[config.mk]
export PLATFORM = sky130hd
export DESIGN_NAME = min_max_envelope_decimator
export DESIGN_NICKNAME = d
export VERILOG_FILES = /design/src/rtl/core/mmed_pkg.sv /design/src/rtl/core/mmed_front.sv /design/src/rtl/core/mmed_queue.sv /design/src/rtl/core/mmed_back.sv /design/src/rtl/core/min_max_envelope_decimator.sv
export SDC_FILE = /design/constraint.sdc
export NUM_CORES = 1
export LEC_CHECK = 0
export ABC_AREA = 1
export BUFFER_PORTS_ARGS = -buffer_cell sky130_fd_sc_hd__buf_2
export CELL_PAD_IN_SITES_DETAIL_PLACEMENT = 0
export CELL_PAD_IN_SITES_GLOBAL_PLACEMENT = 1
export CORE_ASPECT_RATIO = 0.75
export CORE_UTILIZATION = 43
export CTS_CLUSTER_SIZE = 40
export DETAILED_ROUTE_END_ITERATION = 12
export PLACE_DENSITY = 0.82
export REMOVE_ABC_BUFFERS = 1
export SYNTH_ARGS = -nofsm -noshare
export SYNTH_HDL_FRONTEND = slang
export SYNTH_SLANG_ARGS = --single-unit
export TNS_END_PERCENT = 100
[constraint.sdc]
create_clock -name clk -period 4.6 [get_ports clk]
set_input_delay 0.92 -clock clk [delete_from_list [all_inputs] [get_ports clk]]
set_output_delay 0.92 -clock clk [all_outputs]
set_load 0.01 [all_outputs]
[src/rtl/core/mmed_pkg.sv]
package mmed_pkg;

  // Widths fixed by the item and register fields
  localparam int SAMPLE_W   = 16;
  localparam int PERIOD_W   = 27;
  localparam int TIME_W     = 40;
  localparam int CELL_W     = 7;
  localparam int CELL_NUM_W = 6;
  localparam int CMD_W      = 2;
  localparam int CFG_IDX_W  = 3;
  localparam int CFG_DATA_W = 27;
  localparam int IN_DATA_W  = 64;
  localparam int OUT_DATA_W = 40;

  // Defaults for the top-level parameters
  localparam int MAX_CELLS_DEF   = 64;
  localparam int QUEUE_DEPTH_DEF = 2;

  // Items per cell when envelope pairs come in
  localparam int PAIR_CELL_ITEMS = 10;

  // Command codes on the input channel
  localparam logic [CMD_W-1:0] CMD_BEGIN  = 2'd0;
  localparam logic [CMD_W-1:0] CMD_SAMPLE = 2'd1;
  localparam logic [CMD_W-1:0] CMD_END    = 2'd2;

  // Register indexes on the configuration channel
  localparam logic [CFG_IDX_W-1:0] REG_SENTINEL     = 3'd0;
  localparam logic [CFG_IDX_W-1:0] REG_SAMPLE_PER   = 3'd1;
  localparam logic [CFG_IDX_W-1:0] REG_CELL_PER     = 3'd2;
  localparam logic [CFG_IDX_W-1:0] REG_CELLS_PER_BK = 3'd3;
  localparam logic [CFG_IDX_W-1:0] REG_PAIR_MODE    = 3'd4;

  typedef enum logic [1:0] {
    KIND_BEGIN,
    KIND_SAMPLE,
    KIND_END
  } kind_t;

  typedef struct packed {
    logic signed [SAMPLE_W-1:0] sentinel;
    logic [PERIOD_W-1:0]        sample_period;
    logic [PERIOD_W-1:0]        cell_period;
    logic [CELL_W-1:0]          cells_per_block;
    logic                       pair_mode;
  } cfg_t;

  // One classified item in the queue between front and back
  typedef struct packed {
    kind_t                      kind;
    logic [PERIOD_W-1:0]        start_time;
    logic signed [SAMPLE_W-1:0] lo;
    logic signed [SAMPLE_W-1:0] hi;
    logic                       skip;
  } qitem_t;

endpackage

[src/rtl/core/mmed_front.sv]
module mmed_front (
  input  logic                             clk,
  input  logic                             rst,
  input  logic                             in_valid,
  output logic                             in_ready,
  input  logic [mmed_pkg::CMD_W-1:0]       in_cmd,
  input  logic [mmed_pkg::PERIOD_W-1:0]    in_phase,
  input  logic [mmed_pkg::SAMPLE_W-1:0]    in_low,
  input  logic [mmed_pkg::SAMPLE_W-1:0]    in_high,
  input  mmed_pkg::cfg_t                   cfg,
  input  logic                             q_full,
  output logic                             q_push,
  output mmed_pkg::qitem_t                 q_item
);
  import mmed_pkg::*;

  logic block_open;
  logic block_open_next;
  logic accept;
  logic signed [SAMPLE_W-1:0] hi_sel;

  assign in_ready = !q_full;
  assign accept   = in_valid && in_ready;

  // Resolve the pair value and the skip flag up front
  assign hi_sel = cfg.pair_mode ? $signed(in_high) : $signed(in_low);

  always_comb begin
    q_item.kind       = KIND_SAMPLE;
    q_item.start_time = cfg.pair_mode ? '0 : in_phase;
    q_item.lo         = $signed(in_low);
    q_item.hi         = hi_sel;
    q_item.skip       = ($signed(in_low) == cfg.sentinel) || (hi_sel == cfg.sentinel);
    q_push            = 1'b0;
    block_open_next   = block_open;
    if (accept) begin
      unique case (in_cmd)
        CMD_BEGIN: begin
          q_item.kind     = KIND_BEGIN;
          q_push          = 1'b1;
          block_open_next = 1'b1;
        end
        CMD_SAMPLE: begin
          q_push = block_open;
        end
        CMD_END: begin
          q_item.kind     = KIND_END;
          q_push          = block_open;
          block_open_next = 1'b0;
        end
        default: begin
          // unknown command: drop
        end
      endcase
    end
  end

  // Track whether a block is open so stray items never reach the back
  always_ff @(posedge clk) begin
    if (rst) begin
      block_open <= 1'b0;
    end else begin
      block_open <= block_open_next;
    end
  end

endmodule

[src/rtl/core/mmed_queue.sv]
module mmed_queue #(
  parameter int DEPTH = mmed_pkg::QUEUE_DEPTH_DEF
) (
  input  logic             clk,
  input  logic             rst,
  input  logic             push,
  input  mmed_pkg::qitem_t push_item,
  output logic             full,
  input  logic             pop,
  output mmed_pkg::qitem_t head,
  output logic             empty
);
  import mmed_pkg::*;

  localparam int PTR_W = (DEPTH > 1) ? $clog2(DEPTH) : 1;
  localparam int CNT_W = $clog2(DEPTH + 1);
  localparam logic [PTR_W-1:0] LAST_PTR = PTR_W'(DEPTH - 1);
  localparam logic [CNT_W-1:0] FULL_CNT = CNT_W'(DEPTH);

  qitem_t            slots [DEPTH];
  logic [PTR_W-1:0]  wr_ptr;
  logic [PTR_W-1:0]  rd_ptr;
  logic [CNT_W-1:0]  count;
  logic              do_push;
  logic              do_pop;

  assign full    = (count == FULL_CNT);
  assign empty   = (count == '0);
  assign head    = slots[rd_ptr];
  assign do_push = push && !full;
  assign do_pop  = pop && !empty;

  // Store the incoming item
  always_ff @(posedge clk) begin
    if (do_push) begin
      slots[wr_ptr] <= push_item;
    end
  end

  // Advance pointers and fill count
  always_ff @(posedge clk) begin
    if (rst) begin
      wr_ptr <= '0;
      rd_ptr <= '0;
      count  <= '0;
    end else begin
      if (do_push) begin
        wr_ptr <= (wr_ptr == LAST_PTR) ? '0 : wr_ptr + 1'b1;
      end
      if (do_pop) begin
        rd_ptr <= (rd_ptr == LAST_PTR) ? '0 : rd_ptr + 1'b1;
      end
      if (do_push && !do_pop) begin
        count <= count + 1'b1;
      end else if (do_pop && !do_push) begin
        count <= count - 1'b1;
      end
    end
  end

endmodule

[src/rtl/core/mmed_back.sv]
module mmed_back #(
  parameter int MAX_CELLS = mmed_pkg::MAX_CELLS_DEF
) (
  input  logic                               clk,
  input  logic                               rst,
  input  mmed_pkg::cfg_t                     cfg,
  input  mmed_pkg::qitem_t                   head,
  input  logic                               q_empty,
  output logic                               q_pop,
  output logic                               out_valid,
  input  logic                               out_ready,
  output logic signed [mmed_pkg::SAMPLE_W-1:0] out_min,
  output logic signed [mmed_pkg::SAMPLE_W-1:0] out_max,
  output logic [mmed_pkg::CELL_NUM_W-1:0]    out_num,
  output logic                               out_last
);
  import mmed_pkg::*;

  localparam logic [CELL_W-1:0]   MAX_TOTAL = CELL_W'(MAX_CELLS);
  localparam logic [PERIOD_W-1:0] PAIR_SPAN = PERIOD_W'(PAIR_CELL_ITEMS);
  localparam logic [PERIOD_W-1:0] PAIR_STEP = PERIOD_W'(1);

  typedef enum logic {
    ST_IDLE,
    ST_RUN
  } state_t;

  state_t                     state;
  qitem_t                     item;
  logic [CELL_W-1:0]          cur;
  logic [TIME_W-1:0]          stime;
  logic [TIME_W-1:0]          cend;
  logic signed [SAMPLE_W-1:0] rmin;
  logic signed [SAMPLE_W-1:0] rmax;

  logic [CELL_W-1:0]   total;
  logic [PERIOD_W-1:0] span;
  logic [PERIOD_W-1:0] step;
  logic                in_range;
  logic                want_emit;
  logic                slot_free;
  logic                emit;
  logic                done;
  logic [TIME_W:0]     cend_sum;
  logic [TIME_W:0]     stime_sum;
  logic [TIME_W-1:0]   cend_adv;
  logic [TIME_W-1:0]   stime_adv;
  logic [CELL_W-1:0]   cur_inc;

  // Per-item constants from the configuration
  assign total = (cfg.cells_per_block > MAX_TOTAL) ? MAX_TOTAL : cfg.cells_per_block;
  assign span  = cfg.pair_mode ? PAIR_SPAN : cfg.cell_period;
  assign step  = cfg.pair_mode ? PAIR_STEP : cfg.sample_period;

  // Boundary check: an end item flushes, a sample only flushes crossed cells
  assign in_range  = (cur < total);
  assign want_emit = (item.kind == KIND_END) ? in_range : (in_range && (stime >= cend));
  assign slot_free = !out_valid || out_ready;
  assign emit      = (state == ST_RUN) && want_emit && slot_free;
  assign done      = (state == ST_RUN) && !want_emit;
  assign q_pop     = (state == ST_IDLE) && !q_empty;

  // Saturating time arithmetic
  assign cend_sum  = {1'b0, cend} + {{(TIME_W + 1 - PERIOD_W){1'b0}}, span};
  assign stime_sum = {1'b0, stime} + {{(TIME_W + 1 - PERIOD_W){1'b0}}, step};
  assign cend_adv  = cend_sum[TIME_W] ? '1 : cend_sum[TIME_W-1:0];
  assign stime_adv = stime_sum[TIME_W] ? '1 : stime_sum[TIME_W-1:0];
  assign cur_inc   = cur + 1'b1;

  always_ff @(posedge clk) begin
    if (rst) begin
      state     <= ST_IDLE;
      out_valid <= 1'b0;
    end else begin
      // Release the output register once taken
      if (out_valid && out_ready && !emit) begin
        out_valid <= 1'b0;
      end
      unique case (state)
        ST_IDLE: begin
          if (!q_empty) begin
            if (head.kind == KIND_BEGIN) begin
              // Open a new block, dropping any unfinished one
              cur   <= '0;
              stime <= {{(TIME_W - PERIOD_W){1'b0}}, head.start_time};
              cend  <= {{(TIME_W - PERIOD_W){1'b0}}, span};
              rmin  <= cfg.sentinel;
              rmax  <= cfg.sentinel;
            end else begin
              item  <= head;
              state <= ST_RUN;
            end
          end
        end
        ST_RUN: begin
          if (emit) begin
            // Emit the current cell and move to the next
            out_valid <= 1'b1;
            out_min   <= rmin;
            out_max   <= rmax;
            out_num   <= cur[CELL_NUM_W-1:0];
            out_last  <= (cur_inc == total);
            rmin      <= cfg.sentinel;
            rmax      <= cfg.sentinel;
            cur       <= cur_inc;
            cend      <= cend_adv;
          end else if (done) begin
            if (item.kind == KIND_SAMPLE) begin
              // Fold the sample into the running envelope
              if (in_range && !item.skip) begin
                if ((rmin == cfg.sentinel) || (item.lo < rmin)) begin
                  rmin <= item.lo;
                end
                if ((rmax == cfg.sentinel) || (item.hi > rmax)) begin
                  rmax <= item.hi;
                end
              end
              stime <= stime_adv;
            end
            state <= ST_IDLE;
          end
        end
        default: begin
          state <= ST_IDLE;
        end
      endcase
    end
  end

endmodule

[src/rtl/core/min_max_envelope_decimator.sv]
// Min/max envelope decimator.
// Input items arrive on the s_axis channel: tuser carries the command
// (begin block, sample, end of block), tdata the phase offset and the sample
// value or low/high pair. Each finished cell leaves on the m_axis channel as
// one item with its minimum, maximum and cell number in tdata; tlast marks
// the final cell of the block. Registers are written through the cfg channel
// (always ready) and must only change while the block is idle.
// A front stage classifies items and drops those outside a block; a short
// queue decouples it from the back stage, which walks cell boundaries.
// In the back stage a begin item is handled in the idle state; a sample item
// emits one cell per cell boundary it crosses, and an end item one cell per
// remaining cell, before the stage returns to idle. The first cell of an item
// passes the queue slot and the item register before the m_axis output register.
// When m_axis stalls, the back stage holds its current cell while the front
// keeps taking items until the queue is full. Reset (rst, synchronous)
// closes any open block, empties the queue and output, and restores the
// register defaults.
module min_max_envelope_decimator #(
  parameter int MAX_CELLS   = mmed_pkg::MAX_CELLS_DEF,
  parameter int QUEUE_DEPTH = mmed_pkg::QUEUE_DEPTH_DEF
) (
  input  logic                               clk,
  input  logic                               rst,
  input  logic                               s_axis_tvalid,
  output logic                               s_axis_tready,
  // phase_offset[26:0], sample_low[42:27], sample_high[58:43], zero pad
  input  logic [mmed_pkg::IN_DATA_W-1:0]     s_axis_tdata,
  // cmd[1:0]
  input  logic [mmed_pkg::CMD_W-1:0]         s_axis_tuser,
  output logic                               m_axis_tvalid,
  input  logic                               m_axis_tready,
  // cell_min[15:0], cell_max[31:16], cell_number[37:32], zero pad
  output logic [mmed_pkg::OUT_DATA_W-1:0]    m_axis_tdata,
  // last_cell
  output logic                               m_axis_tlast,
  input  logic                               cfg_valid,
  output logic                               cfg_ready,
  input  logic [mmed_pkg::CFG_IDX_W-1:0]     cfg_index,
  input  logic [mmed_pkg::CFG_DATA_W-1:0]    cfg_data
);
  import mmed_pkg::*;

  cfg_t   cfg;
  qitem_t push_item;
  qitem_t head;
  logic   q_push;
  logic   q_pop;
  logic   q_full;
  logic   q_empty;
  logic signed [SAMPLE_W-1:0] out_min;
  logic signed [SAMPLE_W-1:0] out_max;
  logic [CELL_NUM_W-1:0]      out_num;

  assign cfg_ready = 1'b1;

  // Configuration registers
  always_ff @(posedge clk) begin
    if (rst) begin
      cfg.sentinel        <= 16'sh8000;
      cfg.sample_period   <= PERIOD_W'(1000);
      cfg.cell_period     <= PERIOD_W'(10000);
      cfg.cells_per_block <= CELL_W'(64);
      cfg.pair_mode       <= 1'b0;
    end else if (cfg_valid && cfg_ready) begin
      unique case (cfg_index)
        REG_SENTINEL:     cfg.sentinel        <= $signed(cfg_data[SAMPLE_W-1:0]);
        REG_SAMPLE_PER:   cfg.sample_period   <= cfg_data[PERIOD_W-1:0];
        REG_CELL_PER:     cfg.cell_period     <= cfg_data[PERIOD_W-1:0];
        REG_CELLS_PER_BK: cfg.cells_per_block <= cfg_data[CELL_W-1:0];
        REG_PAIR_MODE:    cfg.pair_mode       <= cfg_data[0];
        default: begin
          // no register at this index
        end
      endcase
    end
  end

  mmed_front u_front (
    .clk      (clk),
    .rst      (rst),
    .in_valid (s_axis_tvalid),
    .in_ready (s_axis_tready),
    .in_cmd   (s_axis_tuser),
    .in_phase (s_axis_tdata[26:0]),
    .in_low   (s_axis_tdata[42:27]),
    .in_high  (s_axis_tdata[58:43]),
    .cfg      (cfg),
    .q_full   (q_full),
    .q_push   (q_push),
    .q_item   (push_item)
  );

  mmed_queue #(
    .DEPTH (QUEUE_DEPTH)
  ) u_queue (
    .clk       (clk),
    .rst       (rst),
    .push      (q_push),
    .push_item (push_item),
    .full      (q_full),
    .pop       (q_pop),
    .head      (head),
    .empty     (q_empty)
  );

  mmed_back #(
    .MAX_CELLS (MAX_CELLS)
  ) u_back (
    .clk       (clk),
    .rst       (rst),
    .cfg       (cfg),
    .head      (head),
    .q_empty   (q_empty),
    .q_pop     (q_pop),
    .out_valid (m_axis_tvalid),
    .out_ready (m_axis_tready),
    .out_min   (out_min),
    .out_max   (out_max),
    .out_num   (out_num),
    .out_last  (m_axis_tlast)
  );

  // Pack the result item
  assign m_axis_tdata = {2'b00, out_num, out_max, out_min};

endmodule
=== Word-level counts from Yosys, hierarchy flattened ===
Memory sizes are Yosys's and may differ from the RTL's. A register that Yosys moved wholly into a read port is not among the register bits.
Cells that the tools add are included.

* Flip-flop bits (word level): 278
* Memory bits (writable): 124
* Output and inout port bits: 44
* Logic and storage cells: 167
* Memories kept: 1

* Add/sub/neg operators: 7
* Magnitude comparators: 5
* Eq/ne operators: 25
* Mux-type cells: 57
* Bitwise logic cells: 4
* Reduce and logical (&&, ||, !) cells: 44

{| class="wikitable"
|+ Memories
! memory !! words !! bits a word !! rd ports !! clocked after memory_dff !! write ports !! RTL line !! RTL
|-
| u_queue.slots || 2 || 62 || 1 || 1 || 1 || mmed_queue.sv:20 || <nowiki>qitem_t slots [DEPTH];</nowiki>
|}

{| class="wikitable"
|+ Operators with widths
! cell !! count
|-
| 2-to-1 mux 40 bit || 10
|-
| 2-to-1 mux 16 bit || 13
|-
| one-hot mux 40 bit (2 select lines) || 2
|-
| adder 40 x 27 -> 41 bit || 2
|-
| 2-to-1 mux 27 bit || 3
|-
| == test 16 bit || 4
|-
| one-hot mux 16 bit (2 select lines) || 2
|-
| greater-or-equal comparator 40 bit || 1
|-
| 2-to-1 mux 7 bit || 4
|-
| greater-than comparator 16 bit || 1
|-
| less-than comparator 16 bit || 1
|-
| 2-to-1 mux 1 bit || 15
|-
| inequality test 3 bit (second input constant) || 5
|-
| one-hot mux 7 bit (2 select lines) || 1
|-
| AND reduction 7 bit || 2
|-
| logical AND 1 bit || 13
|-
| inequality test 2 bit (second input constant) || 6
|-
| AND reduction 2 bit || 6
|-
| zero test 1 bit || 8
|-
| AND reduction 4 bit || 2
|-
| adder 7 x 1 -> 7 bit (second input constant) || 1
|-
| == test 7 bit || 1
|-
| greater-than comparator 7 bit (second input constant) || 1
|-
| less-than comparator 7 bit || 1
|-
| 19 further kinds || 37
|}

=== Logic depth before layout (Yosys ltp) ===
Gate-level depths: netlist of run 1.

* Word-level depth: 12
* Gate-level depth with buffers: 21

=== Cells and area by module ===
A second synthesis of run 1 with hierarchy kept.

* Cells, all modules: 2817
* Area total of the unflattened synthesis: 24043.1 um^2

{| class="wikitable"
|+ By module, submodules not included
! module !! times used !! cells each !! area each (um^2)
|-
| mmed_back || 1 || 1872 || 14508.9
|-
| mmed_queue || 1 || 230 || 5024.8
|-
| min_max_envelope_decimator || 1 || 458 || 3238.1
|-
| mmed_front || 1 || 257 || 1271.2
|}

=== Worst setup path after synthesis of run 1 ===
Ideal clock, no wire load.

* Kind: input port to flip-flop
* Start point: input port s_axis_tuser[0] in the netlist's numbering
* End point: memory u_queue.slots[1][0] in the netlist's numbering (enable)
* Setup time: 0.484 ns
* Arrival: 4.200 ns
* Data required time: 4.116 ns
* Slack: -0.084 ns
* Cell stages on the path: 8
* Buffers on the path: 0
* Cell sequence: inv_1 ha_1 nand2_1 inv_1 o21bai_1 nor2_1 inv_1 nor2_1

* Word-level cells in the longest chain between the ends: 7
* Elaborated cells on any way between the ends: 9
* Classes of those cells: eq/ne (2); mux (4); reduce/logical (3)

{| class="wikitable"
|+ Ends and longest elaborated chain
! item !! RTL line !! RTL
|-
| from (decl) || min_max_envelope_decimator.sv:29 || <nowiki>input logic [mmed_pkg::CMD_W-1:0] s_axis_tuser,</nowiki>
|-
| == test 2 x 1 -> 1 bit or == test 2 bit (tied branches) || mmed_front.sv:37 || <nowiki>unique case (in_cmd)</nowiki>
|-
| OR reduction 2 bit (no source line) || -- ||
|-
| one-hot mux 1 bit (2 select lines) * || mmed_front.sv:37 ||
|-
| 2-to-1 mux 1 bit * || mmed_front.sv:36 || <nowiki>if (accept) begin</nowiki>
|-
| logical AND 1 bit * || mmed_queue.sv:30 || <nowiki>assign do_push = push && !full;</nowiki>
|-
| named net u_queue.do_push || mmed_queue.sv:24 || <nowiki>logic do_push;</nowiki>
|-
| 2-to-1 mux 1 bit * || mmed_queue.sv:35 || <nowiki>if (do_push) begin</nowiki>
|-
| 2-to-1 mux 1 bit (not written as such) * || mmed_queue.sv:36 || <nowiki>slots[wr_ptr] <= push_item;</nowiki>
|-
| to (decl) || mmed_queue.sv:20 ||
|}

The timed path passes the listed nets; every way through them passes the cells marked *.

=== Worst setup path in the final report of run 1 ===
* Start point: register, netlist name cfg[0]
* End point: register u_back.cend[21], data pin

* Word-level cells in the longest chain between the ends: 5
* Elaborated cells on any way between the ends: 7
* Classes of those cells: add/sub (1); mux (6)

{| class="wikitable"
|+ Ends and longest elaborated chain
! item !! RTL line !! RTL
|-
| 2-to-1 mux 27 bit * || mmed_back.sv:52 || <nowiki>assign span = cfg.pair_mode ? PAIR_SPAN : cfg.cell_period;</nowiki>
|-
| adder 40 x 27 -> 41 bit || mmed_back.sv:64 || <nowiki>assign cend_sum = {1'b0, cend} + {{(TIME_W + 1 - PERIOD_W){1'b0}}, span};</nowiki>
|-
| 2-to-1 mux 40 bit || mmed_back.sv:66 || <nowiki>assign cend_adv = cend_sum[TIME_W] ? '1 : cend_sum[TIME_W-1:0];</nowiki>
|-
| 2-to-1 mux 40 bit || mmed_back.sv:96 || <nowiki>if (emit) begin</nowiki>
|-
| one-hot mux 40 bit (2 select lines) * || mmed_back.sv:79 || <nowiki>unique case (state)</nowiki>
|-
| to (signal assigned) || mmed_back.sv:86 || <nowiki>cend <= {{(TIME_W - PERIOD_W){1'b0}}, span};</nowiki>
|-
| to (signal assigned) || mmed_back.sv:106 || <nowiki>cend <= cend_adv;</nowiki>
|-
| to (decl) || mmed_back.sv:32 || <nowiki>logic [TIME_W-1:0] cend;</nowiki>
|}

Mark *: on every way between the ends. The rest lies on a longest branch, timed or not. The select of a mux whose other input is x is not followed.
A chain may end at the register's enable or synchronous reset.

==> impl_metrics.py, run 1 <==
metrics = {
    "clock_tree": {
        "cts_buffers": 44,
        "cts_sinks": 403,
        "cts-resized-gates": 0,
        "hold_buffers": 0,
        "clk_pin_slew_ps": 60,
        "postCtsSetupBuffers": 0,
        "cts_tree": "built",
        "cts_root_buf": "clkbuf_16",
        "cts.path.max_buffers": 3,
        "worstSkewPairLatency_ps": 590,
        "ctsHtreeMaxLevel": 2,
    },
    "power_and_ir_drop": {
        "power_w": 0.01184,
        "ir_drop_mv": 0.2933,
        "power_leakage_nw": 11.37,
        "power.density_nw_per_um2": 460.7,
    },
    "timing": {
        "finalCriticalPeriod_ps": 3729,
        "fin_crit_sh_pct": 81.07,
        "skew_ps": 20.53,
        "whs_ps": 453.5,
        "slew_headroom_pct": 23.18,
        "finalMaxSlewViolations": 0,
        "setup_viol": 0,
        "finalHoldViolCount": 0,
        "fmax_mhz": 268.2,
        "worst_pin_slew_ps": 1151,
        "rsz0062_at_grt": "false",
    },
    "layout": {
        "drive_gt1_share_pct": 10.70,
        "syn_to_final_growth_pct": 13.04,
        "final_nets": 2999,
        "fillers": 4971,
    },
    "worst_setup_path": {
        "path_depth": 13,
        "critPathMaxStageDelay_ps": 860,
        "start_kind": "flip-flop",
        "critPathSlowestCell": "dfxtp_4",
        "cp-endpoint": "u_back.cend[21]$_DFFE_PP_",
        "critPathTopFamily": "simple AND/OR/NAND/NOR gates",
        "cp-startpoint": "cfg[0]$_SDFFE_PP0P_",
        "cp_max_fo": 61,
        "rrSetupSlack_ps": 870,
        "end_kind": "flip-flop",
        "critical_path.cell_chain": "nor2_1, ha_1, a21oi_1, nor2_1, nor2_1, a21boi_0, o21ai_2, nand3_2, nand2_2, nand2_2, nand2_1, a21oi_1, nor2_1",
        "critPathRequiredTime_ps": 4920,
        "critical_path_class": "flip-flop to flip-flop",
        "ff2ff_path_depth": 13,
        "reg2reg_from": "cfg[0]$_SDFFE_PP0P_",
        "cp_common_cell": "nor2_1",
        "r2r-end": "u_back.cend[21]$_DFFE_PP_",
        "arrival_ps": 4050,
        "critPathBufInv": 0,
    },
    "synthesis": {
        "synth_edf_count": 317,
        "synth_area_um2": 22730,
        "synth.avg_cell_area_um2": 8.618,
        "synthFlopType": "edfxtp_1",
        "synth_seq_area_share_pct": 49.46,
        "yosysUniqueCellTypes": 52,
        "synthArstFlopShare_pct": 0,
        "synth_seq_cells": 403,
        "yosysWarnings": 0,
        "postSynthCellCount": 2637,
    },
    "routing": {
        "wl_um": 64870,
        "drc": 0,
        "first_iter_violations": 1505,
        "drt.antenna.violating_nets": 0,
        "viasPerCell": 5.229,
        "dr.pass1.iters": 6,
        "routed-via-count": 18300,
        "wl_per_cell_um": 18.54,
    },
    "status": {
        "status": "finished clean",
    },
    "place": {
        "numPortBuffers": 136,
        "hpwl_um": 48650,
        "gp_congestion": 0.9439,
    },
    "die": {
        "dieHeight_um": 201.1,
        "start_util_pct": 43.80,
        "dieArea_um2": 53780,
        "die_x_um": 267.5,
        "core_um2": 51890,
        "core.rowCount": 72,
        "io_pins": 145,
    },
    "grt": {
        "grt_max_degree": 80,
        "antenna_found_initial": 4,
        "grt_pass1_vias": 17380,
        "grt_pass1_wl_um": 100100,
        "grt_usage_pct": 24.26,
        "grt-ovfl-total": 0,
    },
    "job": {
        "maxCapViolations": 0,
    },
    "hold_path": {
        "hold_path_class": "flip-flop to flip-flop",
        "min-delay-start": "u_queue.rd_ptr$_SDFFE_PP0P_",
    },
}
[cell usage after synthesis (7+ instances only)]
cell        n  area (um^2)
inv_1     339         1272
xnor2_1    28        245.2
nand4_1    17        106.4
o21ai_0   181        905.9
a31oi_2    11        137.6
nand3_1    77        385.4
buf_2      12        60.06
nand2_1   571         2143
a21o_1     10        75.07
edfxtp_1  317         9519
o21bai_1   10        75.07
nor3_1     18        90.09
clkbuf_1   61        229.0
o21ai_1     9        45.04
xor2_1     79        691.9
nor4_1     13        81.33
a21oi_1   189        945.9
a21oi_2     7        61.31
ha_1      137         1714
dfxtp_1    86         1722
nand2_4    11        123.9
o211ai_1   13        97.59
nor2_1    362         1359
a31oi_1    10        62.56
[final cells by class]
class,instances,area [um^2],area share [%]
sequential,403,11250,43.79
multi-input combinational,1803,9809,38.19
clock buffer,65,1284,4.997
inverter,341,1280,4.983
timing repair buffer,166,968.4,3.770
tap,703,879.6,3.424
clock inverter,17,215.2,0.8378
antenna,1,2.502,0.009741
[cells by family (layout without fill, tap and decap cells)]
group | Yosys count | count (layout) | share of synthesized area [%]
AOI/OAI and AO/OA | 458 | 458 | 11.27
other | 2 | 4 | 0.03305
and+or+nand+nor | 1094 | 1094 | 19.75
buffers and inverters | 432 | 589 | 7.554
DFF | 403 | 403 | 49.46
adders and majority gates | 139 | 139 | 7.719
xor gates and xnor gates | 107 | 107 | 4.124
muxes | 2 | 2 | 0.08809
[sequential cells by signal, summed over array words and instances, names as in the netlist, 2 cells and up, named ones only]
register	flops
cfg	78
u_back.cend	40
u_back.cur	7
u_back.item	35
u_back.out_max	16
u_back.out_min	16
u_back.out_num	6
u_back.rmax	16
u_back.rmin	16
u_back.stime	40
u_queue.count	2
u_queue.slots	124
[worst min path at each step]
stage	cells after the start	endpoint
floorplan	0	u_back.out_min[6]$_DFFE_PP_
global placement	1	flip-flop
detailed placement	1	flip-flop
CTS	1	flip-flop
global route	2	cfg[46]$_SDFFE_PP0P_
finish	1	flip-flop
[worst register-to-register path, delay by kind of cell (launching register included)]
kind,cells,cell delay (ps)
AOI/OAI and AO/OA,4,960
adders and majority gates,1,370
and+or+nand+nor,8,1270
DFF,1,860
[stage by stage]
step	setup TNS (ps)	worst slack, ps	utilization [%]	instance area (um^2)	cells
after floorplan	-114280	-1511	-	22290	2547
after global placement	0	977.5	46.61	24190	3416
after detailed placement	0	902.5	46.61	24190	3416
after CTS	0	855.7	49.50	25690	3498
after global routing	0	649.6	49.51	25690	3499
final	0	870.8	49.51	25690	3499
[cell usage in the layout (no fill, tap or decap), drive strengths merged, types with 18 or more instances in the layout]
cell / instances
edfxtp: 317
xnor2: 28
o21ai: 193
nor3: 19
nand4: 18
clkbuf: 65
ha: 137
nand3: 80
dfxtp: 86
buf: 166
nor2: 369
a31oi: 21
xor2: 79
a21oi: 196
nand2: 587
inv: 343
[power by group]
group	switching [W]	internal [W]
sequential	0.000323	0.00456
clock	0.00152	0.00218
combinational	0.00224	0.00102
total	0.00408	0.00776
[metal layers]
layer,up-vias,track usage [%],share of wire (%)
li1,8958,-,-
met1,8606,38.15,49
met2,636,33.70,40
met3,89,4.981,8.9
met4,6,5.367,1.9
met5,-,0,0.071
Note: power is estimated with default switching activity, not from simulation.
==> run 2, diff against run 1 <==
--- a/config.mk
+++ b/config.mk
@@ -5,15 +5,15 @@
 export SDC_FILE = /design/constraint.sdc
 export NUM_CORES = 1
 export LEC_CHECK = 0
-export ABC_AREA = 1
+export ABC_AREA = 0
 export BUFFER_PORTS_ARGS = -buffer_cell sky130_fd_sc_hd__buf_2
 export CELL_PAD_IN_SITES_DETAIL_PLACEMENT = 0
 export CELL_PAD_IN_SITES_GLOBAL_PLACEMENT = 1
 export CORE_ASPECT_RATIO = 0.75
-export CORE_UTILIZATION = 43
+export CORE_UTILIZATION = 44
 export CTS_CLUSTER_SIZE = 40
 export DETAILED_ROUTE_END_ITERATION = 12
-export PLACE_DENSITY = 0.82
+export PLACE_DENSITY = 0.8
 export REMOVE_ABC_BUFFERS = 1
 export SYNTH_ARGS = -nofsm -noshare
 export SYNTH_HDL_FRONTEND = slang
==> constraint.sdc (replaced) <==
create_clock -name clk -period 3.4 [get_ports clk]
set_input_delay 0.68 -clock clk [delete_from_list [all_inputs] [get_ports clk]]
set_output_delay 0.68 -clock clk [all_outputs]
set_load 0.01 [all_outputs]
==> impl_metrics.py, run 2 <==
metrics = {
    "routing": {
        "drt.antenna.violating_nets": 0,
        "wl_per_cell_um": 20.65,
        "wl_um": 58220,
        "routed-via-count": 15630,
        "drc": 0,
        "dr.pass1.iters": 5,
        "viasPerCell": 5.544,
        "first_iter_violations": 1357,
    },
    "timing": {
        "skew_ps": 16.83,
        "worst_pin_slew_ps": 945.4,
        "fmax_mhz": 298.7,
        "finalCriticalPeriod_ps": 3348,
        "setup_ws_ps": 52.01,
        "finalHoldViolCount": 0,
        "setup_viol": 0,
        "whs_ps": 336.5,
        "fin_crit_sh_pct": 98.47,
        "rsz0062_at_grt": "true",
        "tns_ps": 0,
        "finalMaxSlewViolations": 0,
        "slew_headroom_pct": 36.97,
    },
    "synthesis": {
        "synth.avg_cell_area_um2": 11.03,
        "synthArstFlopShare_pct": 0,
        "synth_top_cell_by_area": "edfxtp_1",
        "synth_seq_cells": 403,
        "synth_common_cells": "edfxtp_1 (317), nand2_1 (215), a21oi_1 (149), ha_1 (137), nor2b_1 (106)",
        "synthFlopType": "edfxtp_1",
        "yosysUniqueCellTypes": 72,
        "yosysWarnings": 0,
        "yosys.cell_count.top_type": "edfxtp_1",
        "postSynthCellCount": 1939,
        "synth_top_area_share_pct": 44.51,
        "synth.area.top_cells": "edfxtp_1 (45%), dfxtp_1 (8.0%), ha_1 (8.0%)",
        "synth_seq_area_share_pct": 52.56,
        "synth_area_um2": 21390,
        "synth_edf_count": 317,
    },
    "power_and_ir_drop": {
        "seqPwrFrac_pct": 43.0,
        "comb_power_share_pct": 25.7,
        "p_int_w": 0.01041,
        "p_sw_share_pct": 31.28,
        "p_switching_w": 0.004739,
        "power_w": 0.01515,
        "pwr-share-clk_pct": 31.3,
        "ir_drop_mv": 0.3510,
        "power.density_nw_per_um2": 599.8,
        "power_leakage_nw": 10.05,
    },
    "job": {
        "maxCapViolations": 0,
    },
    "worst_setup_path": {
        "end_kind": "flip-flop",
        "critPathBufInv": 2,
        "critPathTopFamily": "compound AO/OA/AOI/OAI gates",
        "critPathMaxStageDelay_ps": 450,
        "start_kind": "flip-flop",
        "critPathRequiredTime_ps": 3740,
        "critPathSlowestCell": "edfxtp_1",
        "critical_path.cell_chain": "ha_1, nand4_1, a211oi_1, o31ai_1, o2111ai_1, o21ai_1, a21oi_1, buf_4, a21oi_4, clkbuf_16, mux2_2",
        "critical_path_class": "flip-flop to flip-flop",
        "cp_max_fo": 8,
        "arrival_ps": 3680,
    },
    "clock_tree": {
        "cts_root_buf": "clkbuf_16",
        "hold_buffers": 0,
        "cts_buffers": 43,
        "ctsHtreeMaxLevel": 2,
        "cts_sinks": 403,
        "clk_pin_slew_ps": 60,
        "cts.path.max_buffers": 3,
        "cts_tree": "built",
        "worstSkewPairLatency_ps": 590,
    },
    "layout": {
        "final_nets": 2386,
        "layout_common_cells": "edfxtp_1 (317), nand2_1 (215), a21oi_1 (142)",
        "syn_to_final_growth_pct": 18.12,
        "reg.largest.list": "u_queue.slots (124), cfg (78)",
        "regMostFlops": "u_queue.slots",
        "largest_reg_flops": 124,
        "final_common_cell": "edfxtp_1",
        "drive_gt1_share_pct": 21.49,
        "design_area_um2": 25260,
    },
    "grt": {
        "antenna_found_initial": 4,
        "grt-ovfl-total": 0,
        "grt_max_degree": 87,
        "grt_pass1_wl_um": 86420,
        "grt_usage_pct": 22.78,
        "grt_pass1_vias": 14850,
    },
    "die": {
        "dieHeight_um": 192.9,
        "io_pins": 145,
        "core.rowCount": 69,
        "die_x_um": 256.6,
        "dieArea_um2": 49500,
        "core_um2": 47660,
        "start_util_pct": 44.88,
    },
    "place": {
        "dpl_worst_slack_ps": -126.4,
        "dpl-instance-area_um2": 23600,
        "numPortBuffers": 136,
        "hpwl_um": 41870,
        "gp_congestion": 0.9588,
    },
    "hold_path": {
        "hold_path_class": "input port to flip-flop",
    },
    "status": {
        "status": "finished clean",
    },
}
-- run 2: cell families (layout without fill, tap and decap cells) --
kind of cell               count (synthesis)  after routing  synth area share [%]
muxes                                    100            100                 5.166
AOI/OAI and AO/OA                        420            420                 12.36
DFF                                      403            403                 52.56
and+or+nand+nor                          553            553                 12.83
other                                      2              6               0.03511
buffers and inverters                    191            429                 3.492
adders and majority gates                139            139                 8.202
xor gates and xnor gates                 131            131                 5.364
-- run 2: final timing paths --
check,endpoint,from,cells past startpoint,slack [ps]
worst max-delay path,u_back.rmin[3]$_DFFE_PP_,u_back.stime[11]$_DFFE_PP_,11,50
worst min-delay path,u_queue.slots[0][31]$_DFFE_PP_,s_axis_tdata[41],1,340
worst max register to register,u_back.rmin[3]$_DFFE_PP_,u_back.stime[11]$_DFFE_PP_,11,50
worst min register to register,cfg[51]$_SDFFE_PP0P_,cfg[51]$_SDFFE_PP0P_,2,450
-- run 2: layer usage --
metal	global-route usage, %	vias up	wire (um)
met4	7.005	0	1356
li1	-	7454	-
met2	33.11	563	24480
met1	34.13	7547	27780
met3	4.353	70	4599
met5	0	-	0
-- run 2: power groups by stage --
stage / registers (W) / logic (W) / clock network [W]
global placement: 0.00658 / 0.00355 / 0
finish: 0.00651 / 0.00389 / 0.00475
floorplan: 0.00657 / 0.00231 / 0
CTS: 0.00650 / 0.00371 / 0.00482
global route: 0.00656 / 0.00426 / 0.00499
detailed placement: 0.00660 / 0.00368 / 0
-- run 2: final cells by class --
type	instances	area, um^2
well taps	639	799.5
fillers	4197	22390
flip-flops and latches	403	11250
clock inverters	24	272.8
diodes	3	7.507
repair buffers	256	1862
clock buffers	53	1134
inverters	96	360.3
multi-input cells	1346	9577
-- run 2: per-stage QoR --
| stage | instances | util (%) |
|---|---|---|
| global route | 2820 | 53.01 |
| global placement | 2732 | 49.52 |
| finish | 2820 | 53.01 |
| detailed placement | 2732 | 49.52 |
| CTS | 2809 | 52.48 |
| floorplan | 1845 | - |
-- run 2: repair_timing --
item	4_1_cts	5_1_grt
setup endpoints to repair	34	205
pin swaps	0	10
resized for setup	2	34
gates cloned	0	4
setup buffers	0	4
